`config.mk`:
```
export PLATFORM = sky130hd
export DESIGN_NAME = pkvpa_ceil_div
export DESIGN_NICKNAME = d
export VERILOG_FILES = /design/src/design/pkvpa_pkg.sv /design/src/design/pkvpa_ceil_div.sv
export SDC_FILE = /design/constraint.sdc
export NUM_CORES = 1
export LEC_CHECK = 0
export ABC_AREA = 1
export BUFFER_PORTS_ARGS = -buffer_cell sky130_fd_sc_hd__buf_4
export CORE_MARGIN = 1
export CORE_UTILIZATION = 45
export CTS_BUF_LIST = sky130_fd_sc_hd__clkbuf_2
export DETAILED_ROUTE_END_ITERATION = 10
export HOLD_SLACK_MARGIN = 0.08
export PLACE_DENSITY = 0.8
export SYNTH_ARGS = -nofsm -noshare
export SYNTH_HDL_FRONTEND = slang
export SYNTH_SLANG_ARGS = --single-unit
```
`constraint.sdc`:
```
create_clock -name clk -period 0.9 [get_ports clk]
set_clock_uncertainty 0.05 [all_clocks]
set_input_delay 0.045 -clock clk [delete_from_list [all_inputs] [get_ports clk]]
set_output_delay 0.045 -clock clk [all_outputs]
set_load 0.1 [all_outputs]
```
`src/design/pkvpa_pkg.sv`:
```
// Shared types, codes and default sizes for the paged KV page allocator.
// No dependencies; every other design file imports this package.
package pkvpa_pkg;

    // Default sizes of the page pool and of the sequence table.
    localparam int POOL_PAGES_DEF        = 256;
    localparam int PAGE_TOKENS_DEF       = 16;
    localparam int MAX_SEQS_DEF          = 64;
    localparam int MAX_PAGES_PER_SEQ_DEF = 16;

    // Fixed widths of the request and result fields.
    localparam int REQ_W   = 2;
    localparam int SLOT_W  = 6;
    localparam int TOKEN_W = 16;
    localparam int STAT_W  = 2;

    // Width of a page quotient from the ceiling divider.
    localparam int CDIV_W = TOKEN_W + 1;

    // Request codes.
    localparam logic [REQ_W-1:0] REQ_ALLOC  = 2'd0;
    localparam logic [REQ_W-1:0] REQ_FREE   = 2'd1;
    localparam logic [REQ_W-1:0] REQ_LOOKUP = 2'd2;

    // Result status codes.
    localparam logic [STAT_W-1:0] STAT_OK        = 2'd0;
    localparam logic [STAT_W-1:0] STAT_NOT_FOUND = 2'd1;
    localparam logic [STAT_W-1:0] STAT_SHORT     = 2'd2;

    // Sequencer states.
    typedef enum logic [2:0] {
        ST_IDLE,
        ST_META,
        ST_PREP,
        ST_ALLOC,
        ST_LIST
    } state_t;

endpackage

```
`src/design/pkvpa_ceil_div.sv`:
```
// Registered ceiling division of a token count by the page size.
// Depends on pkvpa_pkg for the token and quotient widths.
module pkvpa_ceil_div
    import pkvpa_pkg::*;
#(
    parameter int PAGE_TOKENS = PAGE_TOKENS_DEF
)
(
    input  logic              clk,
    input  logic [TOKEN_W-1:0] tokens,
    output logic [CDIV_W-1:0]  pages
);

    // The rounded-up numerator stays below 2^X_W; a reciprocal of SH fraction
    // bits, rounded up, gives the exact floor for every numerator of that size.
    localparam int X_W = TOKEN_W + 1;
    localparam int SH  = X_W + $clog2(PAGE_TOKENS);
    localparam int MUL = (1 << SH) / PAGE_TOKENS + 1;
    localparam int M_W = X_W + 2;
    localparam int P_W = X_W + M_W;

    logic [X_W-1:0]    num;
    logic [P_W-1:0]    prod;
    logic [P_W-1:0]    quot;
    logic [CDIV_W-1:0] pages_reg;

    // Multiply by the reciprocal and drop the fraction bits.
    always_comb
    begin
        num  = X_W'(tokens) + X_W'(PAGE_TOKENS - 1);
        prod = P_W'(num) * P_W'(MUL);
        quot = prod >> SH;
    end

    always_ff @(posedge clk)
    begin
        pages_reg <= CDIV_W'(quot);
    end

    assign pages = pages_reg;

endmodule

```
==> qor.txt <==
Max Cap Violations: 0
Num CTS Buffers: 3
Share of cells above drive strength 1: 39.4%
Core Footprint: 1320 um2
Largest family of logic cells by synthesized area: simple AND/OR/NAND/NOR gates
CP Class: register to output port
Simple-gate area share of the yosys netlist: 37.6%
Vias/cell: 5.67
CP Cell Sequence: buf_12
Netlist cell types: 18
RSZ-0062 raised after global routing: true
Status: finished with violations
Place WS: -0.0156 ns
Clock root cell: clkbuf_2
Grt total ovfl: 0
Combinational fraction of design power: 42.2%
Mapped cell area: 638 um2
Seq/Total Area, Yosys: 40.8%
Clk slew on worst S/H paths: 0.16 ns
Clock sink total: 13
Psw: 746 uW
Startpoint Class: register
Leakage: 0.000604 uW
Gr usage total: 36.7%
Maximum vdd drop: 0.941 mV
Max clock buf depth: 2
Max FO, Critical Path: 1
Clock power frac: 20.2%
Wire per inst: 17.5 um
Yosys warns: 0
Syn Inst Count: 96
Period utilization: 106%
Slowest CP cell: dfxtp_2
Syn_area_per_cell: 6.65 um2
Global-route wire length before repair: 3680 um
Post-layout min period: 0.958 ns
Worst EP arrival: 0.86 ns
Row count: 13
Worst hold start: tokens[11]
Max incr delay on CP: 0.39 ns
Final Slew Violations: 0
Internal power: 994 uW
Remaining routing DRC violations: 0
Finish-stage setup viols: 15
Die Area: 1570 um2
GPL Wtd Cong: 0.815
Vias in the first global route: 755
Drt pass-1 iters: 7
Iter 0 DRT Violations: 81
WHS Path Cells: 5
Area delta synth->final: 86.5%
Final ANT Viol Nets: 0
Final Hold Viols: 0
Post-Synth Adder-Cell Area: 0%
Failing checks: negative setup slack
Via Count: 890
H-tree depth: 1
Die Ht: 39.7 um
Max Freq: 1.04 GHz
Max reg flops: 13
Commonest non-fill, non-tap cell in the layout: nand2_1
Ant. Diodes: 0
Switching share of power: 42.9%
Most frequent cells in the layout: nand2_1 (30), buf_4 (18)
Setup_tns: -0.515 ns
Fillers: 55
Cell Pwr Density: 1460 nW/um2
Post-synthesis compound-gate area fraction: 5.29%
Hold WS: 0.108 ns
I/O Buffers: 29
Register share of total power: 37.6%
Register bit count reported by yosys: 13
CTS tree: built
Hold/Removal Path Class: primary input to register
Largest net degree at the start of global routing: 9
Crit end category: output port
Die width: 39.7 um
Crit path max-delay family: flip-flops
# nets final: 160
DP HPWL: 1010 um
Critical Path Stages: 1
Worst setup margin: -0.0582 ns
Routed Wire Length: 2750 um
Initial Util: 48.4%
Initial antenna violation count: 0
Critical path required time: 0.81 ns
Origin of the worst setup path: pages[8]$_DFF_P_
Buffers & Inverters on Critical Path: 1
Ports: 34
Mux contribution to synthesized area: 0%
Post-Synth XOR/XNOR Area: 2.75%
[routing by layer]
| metal | GRT usage, % | share of wire (%) |
|---|---|---|
| met1 | 43.0 | 36 |
| met4 | 19.0 | 8.8 |
| met3 | 9.09 | 12 |
| met5 | 0 | 0 |
| met2 | 60.7 | 43 |
[repair_timing]
item / 4_1_cts / 5_1_grt
buffers inserted: 0 / 0
setup endpoints to repair: 13 / 13
resized for setup: 38 / 1
hold buffers: 11 / 1
hold endpoints to repair: 13 / 1
[per-stage QoR]
| step | instance area [um2] | cells | total power [uW] | util, % |
|---|---|---|---|---|
| after global placement | 887 | 141 | 1200 | 67.3 |
| after CTS | 1170 | 156 | 1650 | 89.2 |
| after detailed placement | 887 | 141 | 1210 | 67.3 |
| final | 1190 | 157 | 1740 | 90.3 |
| after global routing | 1190 | 157 | 1780 | 90.3 |
| after floorplan | 666 | 99 | 1080 | - |
[cells in the mapped netlist, drive strengths merged]
master   n  area share (%)
a21oi    3             2.9
and2     1            0.98
buf      4             4.7
conb     1            0.59
dfxtp   13              41
inv     14             8.2
nand2   33              21
nand3    3             2.4
nand3b   2             2.4
nor2    16              11
nor3     1            0.78
o21ai    3             2.4
xor2     2             2.7
[logic make-up (layout without fill, tap and decap cells)]
| family | Yosys count | after routing |
|---|---|---|
| AO/OA/AOI/OAI | 6 | 6 |
| flip-flops | 13 | 13 |
| buffers and inverters | 18 | 61 |
| other | 1 | 4 |
| AND/OR/NAND/NOR | 56 | 56 |
| XOR/XNOR | 2 | 2 |
[power by group through the flow]
stage,Clock (uW),Sequential [uW],Combinational (uW)
after global placement,0,640,563
final,351,655,734
after floorplan,0,914,162
after global routing,362,656,758
after detailed placement,0,641,566
after CTS,306,649,693
[area by class of cell]
class,count,area (um2),share of cell area [%]
clock buffers,4,20.0,1.68
well taps,15,18.8,1.58
inverters,14,52.6,4.42
flip-flops and latches,13,277,23.2
multi-input cells,68,307,25.8
repair buffers,43,515,43.3
[final timing paths]
path	endpoint	slack [ns]
max	pages[8]	-0.06
min	pages[8]$_DFF_P_	0.11
Note: power is estimated with default switching activity, not from simulation.
